`config.mk`:
```
export PLATFORM = sky130hd
export DESIGN_NAME = ffha_ctrl
export DESIGN_NICKNAME = d
export VERILOG_FILES = /design/src/rtl/ffha_pkg.sv /design/src/rtl/ffha_ctrl.sv
export SDC_FILE = /design/constraint.sdc
export NUM_CORES = 1
export LEC_CHECK = 0
export BUFFER_PORTS_ARGS = -buffer_cell sky130_fd_sc_hd__buf_2
export CAP_MARGIN = 30
export CORE_UTILIZATION = 40
export DETAILED_ROUTE_END_ITERATION = 12
export PLACE_DENSITY_LB_ADDON = 0.12
export SLEW_MARGIN = 25
export SYNTH_ARGS = -nofsm -noshare
export SYNTH_HDL_FRONTEND = slang
export SYNTH_SLANG_ARGS = --single-unit
```
`constraint.sdc`:
```
create_clock -name clk_i -period 9.2 [get_ports clk_i]
set_input_delay 0.46 -clock clk_i [delete_from_list [all_inputs] [get_ports clk_i]]
set_output_delay 0.46 -clock clk_i [all_outputs]
set_load 0.05 [all_outputs]
```
`src/rtl/ffha_pkg.sv`:
```
// ----------------------------------------------------------------------------
// ffha_pkg
// Shared types and constants for the first-fit heap allocator.
// ----------------------------------------------------------------------------
package ffha_pkg;

  localparam int unsigned HeapBytes   = 4096;
  localparam int unsigned HeaderBytes = 8;
  localparam int unsigned Align       = 8;
  localparam int unsigned Depth       = HeapBytes / Align;
  localparam int unsigned AddrW       = $clog2(Depth);
  localparam int unsigned LenW        = 13;
  localparam int unsigned EntryW      = LenW + 1;

  localparam logic [1:0] StOk      = 2'd0;
  localparam logic [1:0] StNoMem   = 2'd1;
  localparam logic [1:0] StIgnored = 2'd2;

  typedef enum logic [3:0] {
    S_IDLE,
    S_A_RD,
    S_A_CHK,
    S_F_RD,
    S_F_CHK,
    S_M_RD,
    S_M_CHK,
    S_M_NRD,
    S_M_NCHK,
    S_T_RD,
    S_T_CHK,
    S_OUT
  } state_e;

  typedef struct packed {
    logic [1:0]  status;
    logic [11:0] granted_offset;
    logic [12:0] free_total;
    logic [12:0] largest_free;
  } result_t;

  typedef struct packed {
    logic              we;
    logic [AddrW-1:0]  waddr;
    logic [EntryW-1:0] wdata;
    logic [AddrW-1:0]  raddr;
  } mem_req_t;

endpackage

```
`src/rtl/ffha_ctrl.sv`:
```
// ----------------------------------------------------------------------------
// ffha_ctrl
// Header walk sequencer: allocate, free lookup, merge pass and statistics.
// ----------------------------------------------------------------------------
module ffha_ctrl (
  input  logic                        clk_i,
  input  logic                        rst_ni,
  input  logic                        start_i,
  input  logic                        mode_i,
  input  logic [15:0]                 req_i,
  input  logic [11:0]                 off_i,
  input  logic                        out_free_i,
  output logic                        busy_o,
  output logic                        done_o,
  output ffha_pkg::result_t           res_o,
  output ffha_pkg::mem_req_t          mem_o,
  input  logic [ffha_pkg::EntryW-1:0] rdata_i
);
  localparam int unsigned PW = $clog2(ffha_pkg::HeapBytes) + 1;
  localparam int unsigned HB = ffha_pkg::HeapBytes;
  localparam int unsigned HD = ffha_pkg::HeaderBytes;
  localparam int unsigned AS = $clog2(ffha_pkg::Align);

  ffha_pkg::state_e state_q, state_d;
  logic [PW-1:0]  pos_q, pos_d, nxt_q, nxt_d;
  logic [16:0]    need_q, need_d;
  logic [PW-1:0]  tgt_q, tgt_d;
  logic [12:0]    len_q, len_d;
  logic [1:0]     st_q, st_d;
  logic [11:0]    gr_q, gr_d;
  logic [12:0]    tot_q, tot_d, big_q, big_d;
  logic           init_q;
  ffha_pkg::result_t res_q, res_d;

  logic [12:0]    rlen;
  logic           rfree;
  logic [PW-1:0]  rnext;
  logic [17:0]    tailp;
  logic [17:0]    sum3;
  logic           fit;
  logic           split;

  ffha_pkg::mem_req_t          mem_c;
  logic                        tpend_q;
  logic [ffha_pkg::AddrW-1:0]  taddr_q;
  logic [ffha_pkg::EntryW-1:0] tdata_q;

  assign rlen  = init_q ? 13'(HB - HD) : rdata_i[ffha_pkg::EntryW-1:1];
  assign rfree = init_q ? 1'b1 : rdata_i[0];
  assign rnext = pos_q + PW'(HD) + PW'(rlen);
  assign tailp = 18'(pos_q) + 18'(HD) + 18'(need_q);
  assign sum3  = 18'(len_q) + 18'(HD) + 18'(rlen);
  assign fit   = rfree && 17'(rlen) >= need_q;
  assign split = (18'(rlen) > 18'(need_q) + 18'(HD + 8)) && (tailp < 18'(HB));

  always_comb begin
    state_d = state_q;
    unique case (state_q)
      ffha_pkg::S_IDLE: if (start_i) begin
        if (mode_i) begin
          state_d = (off_i < 12'(HD)) ? ffha_pkg::S_T_RD : ffha_pkg::S_F_RD;
        end else begin
          state_d = (req_i > 16'(HB)) ? ffha_pkg::S_T_RD : ffha_pkg::S_A_RD;
        end
      end
      ffha_pkg::S_A_RD:  state_d = ffha_pkg::S_A_CHK;
      ffha_pkg::S_A_CHK: begin
        if (fit) state_d = ffha_pkg::S_T_RD;
        else if (rnext >= PW'(HB)) state_d = ffha_pkg::S_T_RD;
        else state_d = ffha_pkg::S_A_RD;
      end
      ffha_pkg::S_F_RD:  state_d = ffha_pkg::S_F_CHK;
      ffha_pkg::S_F_CHK: begin
        if (pos_q == tgt_q) state_d = ffha_pkg::S_M_RD;
        else if (pos_q > tgt_q || rnext >= PW'(HB)) state_d = ffha_pkg::S_T_RD;
        else state_d = ffha_pkg::S_F_RD;
      end
      ffha_pkg::S_M_RD:  state_d = ffha_pkg::S_M_CHK;
      ffha_pkg::S_M_CHK: begin
        if (rnext >= PW'(HB)) state_d = ffha_pkg::S_T_RD;
        else if (rfree) state_d = ffha_pkg::S_M_NRD;
        else state_d = ffha_pkg::S_M_RD;
      end
      ffha_pkg::S_M_NRD:  state_d = ffha_pkg::S_M_NCHK;
      ffha_pkg::S_M_NCHK: state_d = ffha_pkg::S_M_RD;
      ffha_pkg::S_T_RD:  state_d = ffha_pkg::S_T_CHK;
      ffha_pkg::S_T_CHK: if (rnext >= PW'(HB)) state_d = ffha_pkg::S_OUT;
                         else state_d = ffha_pkg::S_T_RD;
      ffha_pkg::S_OUT: if (out_free_i) state_d = ffha_pkg::S_IDLE;
      default: state_d = ffha_pkg::S_IDLE;
    endcase
  end

  always_comb begin
    pos_d = pos_q; nxt_d = nxt_q; need_d = need_q; tgt_d = tgt_q; len_d = len_q;
    st_d = st_q; gr_d = gr_q; tot_d = tot_q; big_d = big_q; res_d = res_q;
    mem_c = '0;
    mem_c.raddr = ffha_pkg::AddrW'(pos_q >> AS);
    unique case (state_q)
      ffha_pkg::S_IDLE: if (start_i) begin
        pos_d = '0; gr_d = '0; tot_d = '0; big_d = '0;
        need_d = (17'(req_i) + 17'd7) & ~17'd7;
        tgt_d  = PW'(off_i) - PW'(HD);
        st_d   = mode_i ? ffha_pkg::StIgnored : ffha_pkg::StNoMem;
      end
      ffha_pkg::S_A_CHK: begin
        if (fit) begin
          st_d = ffha_pkg::StOk;
          gr_d = 12'(pos_q + PW'(HD));
          mem_c.we = 1'b1;
          mem_c.waddr = ffha_pkg::AddrW'(pos_q >> AS);
          mem_c.wdata = {split ? 13'(need_q) : rlen, 1'b0};
          pos_d = '0;
        end else if (rnext >= PW'(HB)) begin
          pos_d = '0;
        end else begin
          pos_d = rnext;
        end
      end
      ffha_pkg::S_F_CHK: begin
        if (pos_q == tgt_q) begin
          st_d = ffha_pkg::StOk;
          mem_c.we = 1'b1;
          mem_c.waddr = ffha_pkg::AddrW'(pos_q >> AS);
          mem_c.wdata = {rlen, 1'b1};
          pos_d = '0;
        end else if (pos_q > tgt_q || rnext >= PW'(HB)) begin
          pos_d = '0;
        end else begin
          pos_d = rnext;
        end
      end
      ffha_pkg::S_M_CHK: begin
        len_d = rlen;
        if (rnext >= PW'(HB)) pos_d = '0;
        else if (rfree) nxt_d = rnext;
        else pos_d = rnext;
      end
      ffha_pkg::S_M_NRD: mem_c.raddr = ffha_pkg::AddrW'(nxt_q >> AS);
      ffha_pkg::S_M_NCHK: begin
        if (rfree) begin
          mem_c.we = 1'b1;
          mem_c.waddr = ffha_pkg::AddrW'(pos_q >> AS);
          mem_c.wdata = {13'(sum3), 1'b1};
        end else begin
          pos_d = nxt_q;
        end
      end
      ffha_pkg::S_T_CHK: begin
        if (rfree) begin
          tot_d = tot_q + rlen;
          if (rlen > big_q) big_d = rlen;
        end
        pos_d = rnext;
        if (rnext >= PW'(HB)) begin
          res_d.status = st_q;
          res_d.granted_offset = gr_q;
          res_d.free_total = rfree ? tot_q + rlen : tot_q;
          res_d.largest_free = (rfree && rlen > big_q) ? rlen : big_q;
        end
      end
      default: ;
    endcase
  end

  // split tail header goes out on the cycle after the used header
  always_comb begin
    mem_o = mem_c;
    if (tpend_q) begin
      mem_o.we = 1'b1;
      mem_o.waddr = taddr_q;
      mem_o.wdata = tdata_q;
    end
  end

  always_ff @(posedge clk_i or negedge rst_ni) begin
    if (!rst_ni) begin
      state_q <= ffha_pkg::S_IDLE;
      init_q  <= 1'b1;
      tpend_q <= 1'b0;
    end else begin
      state_q <= state_d;
      if (mem_o.we && mem_o.waddr == '0) init_q <= 1'b0;
      tpend_q <= (state_q == ffha_pkg::S_A_CHK) && fit && split;
    end
  end

  always_ff @(posedge clk_i) begin
    pos_q <= pos_d; nxt_q <= nxt_d; need_q <= need_d; tgt_q <= tgt_d;
    len_q <= len_d; st_q <= st_d; gr_q <= gr_d; tot_q <= tot_d; big_q <= big_d;
    res_q <= res_d;
    if (state_q == ffha_pkg::S_A_CHK) begin
      taddr_q <= ffha_pkg::AddrW'(tailp >> AS);
      tdata_q <= {13'(18'(rlen) - 18'(need_q) - 18'(HD)), 1'b1};
    end
  end

  assign busy_o  = (state_q != ffha_pkg::S_IDLE);
  assign done_o  = (state_q == ffha_pkg::S_OUT);
  assign res_o   = res_q;

  assert property (@(posedge clk_i) disable iff (!rst_ni)
    (state_q == ffha_pkg::S_OUT) |-> (res_q.free_total >= res_q.largest_free))
    else $error("largest exceeds total");
  assert property (@(posedge clk_i) disable iff (!rst_ni)
    (state_q == ffha_pkg::S_OUT && res_q.status == ffha_pkg::StNoMem)
      |-> (res_q.granted_offset == '0))
    else $error("grant on failure");
  assert property (@(posedge clk_i) disable iff (!rst_ni)
    tpend_q |-> $past(state_q == ffha_pkg::S_A_CHK))
    else $error("stray header write");
  assert property (@(posedge clk_i) disable iff (!rst_ni)
    tpend_q |-> !mem_c.we)
    else $error("header write collision");
endmodule

```
* After elaboration in Yosys (flattened, before gate mapping)
Index checks and enable logic that the tools add are counted.
** Word-level totals
- Bits in registers :: 174
- Input port bits :: 47
- Output and inout port bits :: 75
- Word-level logic and storage cells :: 127
** Operators by class
- Add/sub/neg operators :: 12
- $lt $le $gt $ge :: 8
- Equal/unequal tests :: 20
- Multiplexer cells :: 45
- Bitwise gates (word level) :: 1
- Reductions and logical operators :: 23
** Operators with widths (count)
- $mux W13 :: 14
- $mux W24 :: 4
- $pmux W13 S6 :: 1
- $pmux W24 S3 :: 1
- $pmux W13 S2 :: 2
- $pmux W4 S12 :: 1
- $mux W4 :: 10
- $add A13 B13 Y13 :: 3
- $add A13 B4 Y13 const B :: 2
- $gt A13 B13 Y1 :: 2
- $mux W12 :: 2
- $pmux W12 S2 :: 1
- $add A14 B17 Y18 :: 1
- $add A17 B5 Y18 const B :: 1
- $gt A13 B18 Y1 :: 1
- $lt A18 B13 Y1 const B :: 1
- $add A16 B3 Y17 const B :: 1
- $ge A13 B17 Y1 :: 1
- $eq A4 B3 Y1 const B :: 4
- $eq A4 B4 Y1 const B :: 4
- $gt A16 B13 Y1 const B :: 1
- $add A13 B4 Y14 const B :: 1
- $ne A2 B2 Y1 const B :: 7
- $eq A13 B13 Y1 :: 1
- other kinds (24) :: 42

* Logic depth before layout (Yosys ltp)
Gate-level depths: netlist of the first run.
- Depth in word-level cells :: 10
- Mapped depth :: 15
- Gate-level depth less buffers :: 14

* Worst setup path after synthesis of the first run
Ideal clock, no wire load.
- Path kind :: reg-to-output
- From :: register pos_q[3]
- To :: output mem_o[10] in the netlist's numbering
- Data arrival time :: 4.113 ns
- Data required time :: 8.740 ns
- Setup slack :: 4.627 ns
- Stages on the path, launching flop included :: 15
- Buffers on the path :: 1
- Cell sequence :: edfxtp_1 -> clkbuf_1 -> inv_1 -> ha_1 -> inv_1 -> ha_1 -> fa_1 -> a211oi_1 -> o211ai_1 -> a311oi_1 -> xnor2_1 -> a2bb2oi_2 -> or3_1 -> nand3_1 -> o21ai_0
** RTL lines
- from (decl) :: RTL line ffha_ctrl.sv:25 : logic [PW-1:0] pos_q, pos_d, nxt_q, nxt_d;
- from (signal assigned) :: RTL line ffha_ctrl.sv:189 : pos_q <= pos_d; nxt_q <= nxt_d; need_q <= need_d; tgt_q <= tgt_d;
- to (decl) :: RTL line ffha_ctrl.sv:16 : output ffha_pkg::mem_req_t mem_o,

==> results of run 1 <==
==> state kept, by name, indices dropped and copies added (netlist names) <==
signal   count
tdata_q     13
taddr_q      9
tgt_q       13
tpend_q      1
st_q         2
need_q      14
state_q      4
tot_q       13
res_o       40
nxt_q       13
pos_q       13
len_q       13
init_q       1
big_q       13
gr_q        12
==> layout make-up <==
type,count,area (µm²)
clock inverter,14,160
fill,2680,14900
inverter,98,368
tap,378,473
sequential,174,5200
multi-input combinational,782,5960
timing repair buffer,131,696
clock buffer,18,429
==> kinds of logic after synthesis <==
logic type                 share of synthesized area
adders and majority gates                      0.153
muxes                                         0.0228
DFF                                            0.449
and+or+nand+nor                                0.134
buffers and inverters                         0.0394
AOI/OAI and AO/OA                              0.140
xor gates and xnor gates                      0.0620
==> power by group through the flow <==
stage | sequential, mW | clock (mW) | combinational (mW)
finish | 1.41 | 0.748 | 2.43
global route | 1.43 | 0.787 | 2.69
detailed placement | 1.42 | 0 | 2.40
floorplan | 1.38 | 0 | 1.75
CTS | 1.40 | 0.759 | 2.43
global placement | 1.42 | 0 | 2.40
==> synthesized netlist by cell type, types with 7 or more instances <==
cell,number
sky130_fd_sc_hd__a21o_1,17
sky130_fd_sc_hd__a21oi_1,62
sky130_fd_sc_hd__a22o_1,21
sky130_fd_sc_hd__a22oi_1,10
sky130_fd_sc_hd__a31oi_1,7
sky130_fd_sc_hd__and2_1,21
sky130_fd_sc_hd__and3_1,15
sky130_fd_sc_hd__clkbuf_1,18
sky130_fd_sc_hd__edfxtp_1,168
sky130_fd_sc_hd__ha_1,134
sky130_fd_sc_hd__inv_1,97
sky130_fd_sc_hd__mux2_2,11
sky130_fd_sc_hd__mux2i_1,14
sky130_fd_sc_hd__nand2_1,46
sky130_fd_sc_hd__nand2b_1,11
sky130_fd_sc_hd__nand3_1,31
sky130_fd_sc_hd__nand4_1,8
sky130_fd_sc_hd__nor2_1,81
sky130_fd_sc_hd__nor2b_1,12
sky130_fd_sc_hd__nor3_1,28
sky130_fd_sc_hd__o21a_1,12
sky130_fd_sc_hd__o21ai_0,35
sky130_fd_sc_hd__o21bai_1,10
sky130_fd_sc_hd__o221ai_1,7
sky130_fd_sc_hd__or2_2,12
sky130_fd_sc_hd__or3_1,11
sky130_fd_sc_hd__xnor2_1,54
sky130_fd_sc_hd__xor2_1,28
==> routing by layer <==
metal / wire length [µm] / GRT usage / up-vias
met5: 0 / 0 / -
met4: 451 / 0.0600 / 0
met3: 1680 / 0.0293 / 29
met2: 14900 / 0.364 / 288
met1: 15700 / 0.332 / 4247
li1: - / - / 4238
==> worst min path at each step <==
stage	cells after the start	slack (ns)	to
after floorplan	0	0.16	state_q[0]
after global placement	1	0.32	state_q[1]
after detailed placement	1	0.31	state_q[0]
after CTS	1	0.19	tgt_q[2]
after global routing	1	0.19	tgt_q[1]
final	1	0.20	tgt_q[2]
==> timing repair <==
action | in CTS | in global routing
hold buffers | 1 | 0
hold endpoints to repair | 5 | 0
setup buffers | 0 | 0
resized for setup | 0 | 0
==> through the flow <==
| step | setup WS, ns | util | hold slack [ns] | instance area [µm²] |
|---|---|---|---|---|
| 4_1_cts | 4.03 | 0.471 | 0.187 | 13300 |
| 2_1_floorplan | 4.63 | - | 0.164 | 11600 |
| 6_report | 4.02 | 0.471 | 0.201 | 13300 |
| 3_5_place_dp | 4.51 | 0.450 | 0.314 | 12700 |
| 3_3_place_gp | 4.45 | 0.449 | 0.322 | 12700 |
| 5_1_grt | 3.64 | 0.471 | 0.185 | 13300 |
==> worst max-delay path, cell delays in order (launching register included) <==
cell and delay (ns):
sky130_fd_sc_hd__dfstp_2 0.74, sky130_fd_sc_hd__nand2b_1 0.46, sky130_fd_sc_hd__inv_1 0.30, sky130_fd_sc_hd__ha_1 0.35
sky130_fd_sc_hd__ha_1 0.24, sky130_fd_sc_hd__fa_1 0.41, sky130_fd_sc_hd__a21oi_1 0.26, sky130_fd_sc_hd__o2111ai_1 0.17
sky130_fd_sc_hd__o211ai_1 0.16, sky130_fd_sc_hd__o21ai_0 0.16, sky130_fd_sc_hd__xor2_1 0.18, sky130_fd_sc_hd__a22oi_1 0.16
sky130_fd_sc_hd__a21oi_1 0.08, sky130_fd_sc_hd__or3_1 0.38, sky130_fd_sc_hd__buf_2 0.22
==> results.md, run 1 <==
Status:
- The run finished with clean final reports.

Synthesis:
- The number of synthesis warnings is 0.
- Counting every net in the synthesized netlist gives 1261.
- The share of synthesized area in the top cell type comes to 0.436.
- The count of cell types in the netlist is 73.
- The post-synthesis instance area is 11600 µm².
- In the synthesized netlist the dominant register cell turns out to be sky130_fd_sc_hd__edfxtp_1.
- The synthesized design contains 168 enable-type register cells.
- In the synthesized netlist, the number of instances is 1075.
- Of all flip-flops after synthesis, the portion carrying an async set or reset was 0.0345.
- For this run, the register share of the synthesized area comes to 0.449.
- The register bit total from synthesis is 174.
- By area the synthesized netlist is led by sky130_fd_sc_hd__edfxtp_1 (44%), sky130_fd_sc_hd__ha_1 (14%), sky130_fd_sc_hd__xnor2_1 (4.1%).
- The average cell area after synthesis is 10.8 µm².
- The synthesized design spends more area on one cell type than any other, namely sky130_fd_sc_hd__edfxtp_1.

Final layout:
- The repair_antennas step left the layout with diodes totalling 0.
- The ratio of cells with drive above 1 in the final layout is 0.168.
- For this run, the post-layout net count is 1390.
- The library cells used most frequently in the layout, excluding fill and tap cells, are sky130_fd_sc_hd__edfxtp_1 (168), sky130_fd_sc_hd__ha_1 (134), sky130_fd_sc_hd__buf_2 (121), sky130_fd_sc_hd__inv_1 (97), sky130_fd_sc_hd__nor2_1 (80).
- The count of cells in the finished layout, fillers not included, comes to 1595.
- Relative to the synthesized area, the layout overhead comes to 14.6%.
- Leaving out fill and tap cells, the most frequent cell in the layout is sky130_fd_sc_hd__edfxtp_1.

Routing:
- The average via count per standard cell is 5.52.
- Across all layers, the routed design uses 8802 vias.
- The number of DRC violations after detailed-routing iteration 0 is 724.
- For this run, design rule violations remaining after detail routing come to 0.
- The number of nets with antenna violations after detailed routing is 0.
- The overall routed net length is 32700 µm.
- The per-cell routed wire length is 20.5 µm.
- Before antenna repair, the detailed router went through 7 iterations.

Worst setup path:
- The sort of element at the end of the critical path is an output pin.
- The reg-to-reg critical path startpoint is init_q.
- The launch point of the critical path is init_q.
- The worst path required time is 8.74 ns.
- The peak fanout along the critical path is 17.
- The critical path arrival is 4.72 ns.
- The internal reg-to-reg setup slack is 4.60 ns.
- The start-to-end type of the worst setup path is flop to output pin.
- The destination of the worst register-to-register timing path is pos_q[4].
- The timing endpoint of the critical path is mem_o[21].
- The kind of start point of the critical path is a flop.
- For the worst flop-to-flop path, the logic depth is 13.

CTS:
- The H-tree generated during clock tree synthesis spans 4 levels.
- The source-to-sink clock delay at the later pin of the worst-skew pair is 0.44 ns.
- The TritonCTS sink count is 174.
- The maximum clock insertion buffer count is 2.
- The clock-pin slew of the registers on the worst-case setup and hold paths is 0.07 ns.
- The tree is rooted in a sky130_fd_sc_hd__clkbuf_16.
- Counting the buffers created by CTS gives 17.
- The CTS tree is built.

Global route:
- Across every metal layer, demand over resource in global routing totals 0.231.
- The maximum number of pins on one net before global-route repair is 30.
- The global-route wire length before repair is 49900 µm.
- After global routing the overflow that remains totals 0.
- The number of antenna violations at the first check in global routing is 1.
- The via count of the first global-routing pass was 8361.

Power and ir drop:
- For this design the static power due to leakage is 5.62 nW.
- The sequential share of power is 0.307.
- The internal power is 2.52 mW.
- The final total power is 4.58 mW.
- The power density of the placed cells is 345 nW/µm².
- The share of total power in combinational logic is 0.530.
- The portion of total power attributed to the clock network is 0.163.
- The worst-case IR drop observed on VDD is 0.154 mV.
- The power spent charging and discharging nets is 2.06 mW.
- The switching share of power is 0.449.

Floorplan:
- In this run the standard cell core region covers 28200 µm².
- After floorplanning, the core was divided into 61 placement rows.
- For this configuration, the core starts out at a cell density of 0.411.
- The floorplan step defined a die boundary enclosing 29600 µm².
- The number of top-level pins is 122.
- The die is 172 µm tall.
- From left edge to right edge, the die measures 172 µm.

Min path:
- The worst hold path belongs to the class input port to flop.
- In this run the most critical hold path is launched from off_i[2].

STA:
- For this run, the top clock speed supported by timing is 193 MHz.
- Setup repair after global routing left no endpoint under its margin.
- The final number of setup-violating endpoints is 0.
- Of the available clock period, the critical path in the final layout requires 0.563.
- For the final database, setup skew stands at 0.0137 ns.
- The final-layout setup total negative slack is 0 ns.
- The shortest period the worst path allows is 5.18 ns.
- At the pin with the least slew margin, the transition time is 0.882 ns.
- The relative slew slack is 0.411.
- The final number of max-transition violations is 0.
- The number of failing hold endpoints at the final stage came to 0.

Placement:
- In this run, placement finished with an instance count of 1562.
- The final RePlAce weighted congestion is 0.898.
- The count of buffers from port buffering is 121.
- Once detailed placement completed, the half-perimeter wirelength came to 24800 µm.

Run:
- The number of max-cap violations is 0.
Power figures use the tool's default switching activity.
==> inputs of run 2 (changes only) <==
- ABC_AREA: unset -> 1
- clock period: 9.2 -> 5 ns (I/O delays scaled with it)
==> results.md, run 2 <==
CTS:
- The number of hold-repair buffers added at the cts stage is 4.
- The source-to-sink clock delay at the later pin of the worst-skew pair is 0.45 ns.
- The number of gates given a new drive strength after cts is 0.
- TritonCTS built the clock tree.
- The clock-pin slew of the registers on the worst-case setup and hold paths is 0.07 ns.
- Clock tree synthesis inserted a total of 17 buffers.
- The post-CTS setup buffer count is 0.
- The number of H-tree levels is 4.
- The clock drives 174 sinks.
- The root buffer cell is sky130_fd_sc_hd__clkbuf_16.
- The maximum clock insertion buffer count is 2.

Worst setup path:
- The most critical setup path has its endpoint at mem_o[19].
- The worst setup path is of the flop to output pin kind.
- STA puts the critical path data required time at 4.75 ns.
- The worst setup path is captured at an output pin.
- The internal reg-to-reg setup slack is 0.72 ns.
- The critical path arrival is 4.14 ns.
- The kind of start point of the critical path is a flop.
- The number of cells traversed by the worst register-to-register path is 19.
- The endpoint identified for the worst register-to-register timing path is pos_q[2].
- The peak fanout along the critical path is 12.
- The launch point of the critical path is init_q.
- The startpoint identified for the worst register-to-register timing path is pos_q[3].

Synthesis:
- Yosys attributes the largest share of cell area to sky130_fd_sc_hd__edfxtp_1 (41%), sky130_fd_sc_hd__ha_1 (14%), sky130_fd_sc_hd__nand2_1 (11%).
- In this run the mean area of a mapped cell was 8.48 µm².
- The fraction of the yosys area taken by sequential cells is 0.422.
- Counting every net in the synthesized netlist gives 1637.
- After synthesis, the share of flip-flops with an asynchronous set or reset is 0.0345.
- The number of instances in the synthesized netlist is 1451.
- The cell with the most instances after synthesis is sky130_fd_sc_hd__nand2_1.
- The library cell with the largest summed area after synthesis is sky130_fd_sc_hd__edfxtp_1.
- In this run, synthesis inferred 168 flip-flops with an integrated enable.
- The post-synthesis instance area is 12300 µm².
- The share of synthesized area in the top cell type comes to 0.410.
- In the synthesized netlist the dominant register cell turns out to be sky130_fd_sc_hd__edfxtp_1.
- Counting flops and latches in the post-synthesis netlist gives 174.
- For this run, the number of Yosys warnings is 0.
- After synthesis, the most frequently instantiated cells are sky130_fd_sc_hd__nand2_1 (354), sky130_fd_sc_hd__inv_1 (216), sky130_fd_sc_hd__edfxtp_1 (168).
- The count of cell types in the netlist is 54.

Run:
- The tool flagged a number of max-cap violations equal to 0.

Routing:
- After detailed routing, the wire length on met1 is 16800 µm.
- The number of remaining DRC errors is 0.
- Detailed routing placed a total of 15100 µm of wire on met2.
- The routed via count is 10175.
- In the final routed layout, each cell accounts on average for 17.3 µm.
- After detailed routing, the number of vias per cell comes to 5.08.
- The first routing iteration left 713 violations.
- The number of nets with antenna violations after detailed routing is 0.
- The first detailed-routing pass took 5 iterations.
- In this run the top signal layer used is met4.
- Summed over all layers, the routed wires come to 34600 µm.
- In the detailed route, the total length drawn on met3 is 1990 µm.

Power and ir drop:
- Dividing total power by cell area gives a power density of 594 nW/µm².
- The leakage power is 6.71 nW.
- IR analysis of the VDD net gives a maximum drop of 0.257 mV.

Status:
- The run finished with clean final reports.

Placement:
- Once detailed placement completed, the half-perimeter wirelength came to 26900 µm.
- The count of buffers from port buffering is 121.
- The placed instances occupy a cell area of 13500 µm².
- At the end of routability-driven placement, the weighted congestion stood at 0.935.

STA:
- The final number of max-transition violations is 0.
- The number of failing hold endpoints at the final stage is 0.
- The worst setup skew after layout is 0.0143 ns.
- Dividing the final minimum period by the clock period gives 0.878.
- At the pin with the least slew margin, the transition time is 0.951 ns.
- Timing would allow up to 228 MHz.
- The final number of setup-violating endpoints is 0.
- Measured against its own limit, the worst slew margin works out to 0.365.
- Setup repair after global routing left no endpoint under its margin.
- The final-layout setup total negative slack is 0 ns.
- The worst path needs 4.39 ns of the cycle, external delays included.

Global route:
- The via count of the first global-routing pass is 9589.
- The total routing resource utilization after global routing is 0.228.
- The number of antenna violations at the first check in global routing was 1.
- Entering global routing, the biggest net connects 41 pins.
- The global-route congestion overflow total is 0.
- The first global-routing pass estimated 53500 µm of wire.

Final layout:
- The library cells used most frequently in the layout, excluding fill and tap cells, are sky130_fd_sc_hd__nand2_1 (354), sky130_fd_sc_hd__inv_1 (216), sky130_fd_sc_hd__edfxtp_1 (168), sky130_fd_sc_hd__ha_1 (134), sky130_fd_sc_hd__nor2_1 (127).
- The flip-flop count of the largest register after layout is 40.
- The relative area change from synthesis to final layout is 14.7%.
- The number of fillers in the final layout is 2965.
- The library cell used most frequently in the layout, excluding fill and tap cells, is sky130_fd_sc_hd__nand2_1.
- 0 antenna diodes ended up in the layout.
- The ratio of cells with drive above 1 in the final layout is 0.144.
- The number of nets at the end of the flow is 1785.
- In the final layout, the multi-input gates occupy 6210 µm².
- The register area is 5200 µm².
- After routing the design area is 14100 µm².

Floorplan:
- The initial utilization of the core area, before any placement, comes to 0.411.
- The row count is 63.
- The die covers 31500 µm².
- The floorplan core area is 30000 µm².
- The die is 177 µm wide.
- In this run the vertical extent of the chip is 177 µm.
- The number of top-level pins is 122.

Min path:
- The path class of the tightest hold or removal check is input port to flop.
[run 2: through the flow]
| stage | instances | setup WS (ns) | hold WS, ns | total power [mW] | util |
|---|---|---|---|---|---|
| 6_report | 2002 | 0.609 | 0.101 | 8.39 | 0.471 |
| 5_1_grt | 2002 | 0.275 | 0.0963 | 9.06 | 0.471 |
| 4_1_cts | 2002 | 0.595 | 0.0770 | 8.42 | 0.471 |
| 3_5_place_dp | 1966 | 0.760 | 0.111 | 7.02 | 0.450 |
| 3_3_place_gp | 1966 | 0.787 | 0.114 | 6.98 | 0.450 |
| 2_1_floorplan | 1451 | 0.696 | -0.0456 | 5.68 | - |
[run 2: metal layers]
layer  vias to the layer above  GRT usage
met5                         -          0
met4                         0     0.0655
met3                        42     0.0405
met2                       311      0.349
met1                      4703      0.327
li1                       5119          -
[run 2: power by group]
part	total, mW	switching, mW	internal [mW]
Combinational	4.56	3.11	1.45
Sequential	2.47	0.283	2.19
Clock	1.37	0.617	0.749
Total	8.39	4.01	4.38
[run 2: layout make-up]
class                   count  area share
clock buffers              19      0.0307
clock inverters            13      0.0113
inverters                 220      0.0585
multi-input cells        1039       0.440
flip-flops and latches    174       0.368
well taps                 390      0.0346
repair buffers            147      0.0574
[run 2: worst min-delay path by stage]
stage               from    endpoint  slack (ns)  depth (start not counted)
6_report        off_i[8]    tgt_q[8]        0.10                          3
5_1_grt        off_i[11]   tgt_q[12]         0.1                          2
4_1_cts         off_i[8]    tgt_q[8]        0.08                          3
3_5_place_dp      rst_ni  state_q[2]        0.11                          1
3_3_place_gp      rst_ni  state_q[2]        0.11                          1
2_1_floorplan     rst_ni  state_q[0]       -0.05                          0
[run 2: cells by family (layout without fill, tap and decap cells)]
logic type,Yosys count,count (layout),synth area share
DFF,174,174,0.422
and+or+nand+nor,644,644,0.226
buffers and inverters,238,399,0.0747
adders and majority gates,139,139,0.144
AOI/OAI and AO/OA,193,193,0.0876
xor gates and xnor gates,63,63,0.0448
[run 2: critical path: stages (launching register included)]
cell and delay, ns:
sky130_fd_sc_hd__dfstp_2 0.69, sky130_fd_sc_hd__inv_2 0.11, sky130_fd_sc_hd__nand2_2 0.24, sky130_fd_sc_hd__inv_1 0.26
sky130_fd_sc_hd__ha_1 0.34, sky130_fd_sc_hd__ha_1 0.23, sky130_fd_sc_hd__fa_1 0.45, sky130_fd_sc_hd__a211oi_1 0.41
sky130_fd_sc_hd__o21ai_0 0.17, sky130_fd_sc_hd__a21oi_1 0.14, sky130_fd_sc_hd__o21ai_0 0.09, sky130_fd_sc_hd__o21ai_0 0.08
sky130_fd_sc_hd__inv_1 0.06, sky130_fd_sc_hd__nand2_1 0.06, sky130_fd_sc_hd__nand2_1 0.05, sky130_fd_sc_hd__nand2_1 0.06
sky130_fd_sc_hd__buf_2 0.25
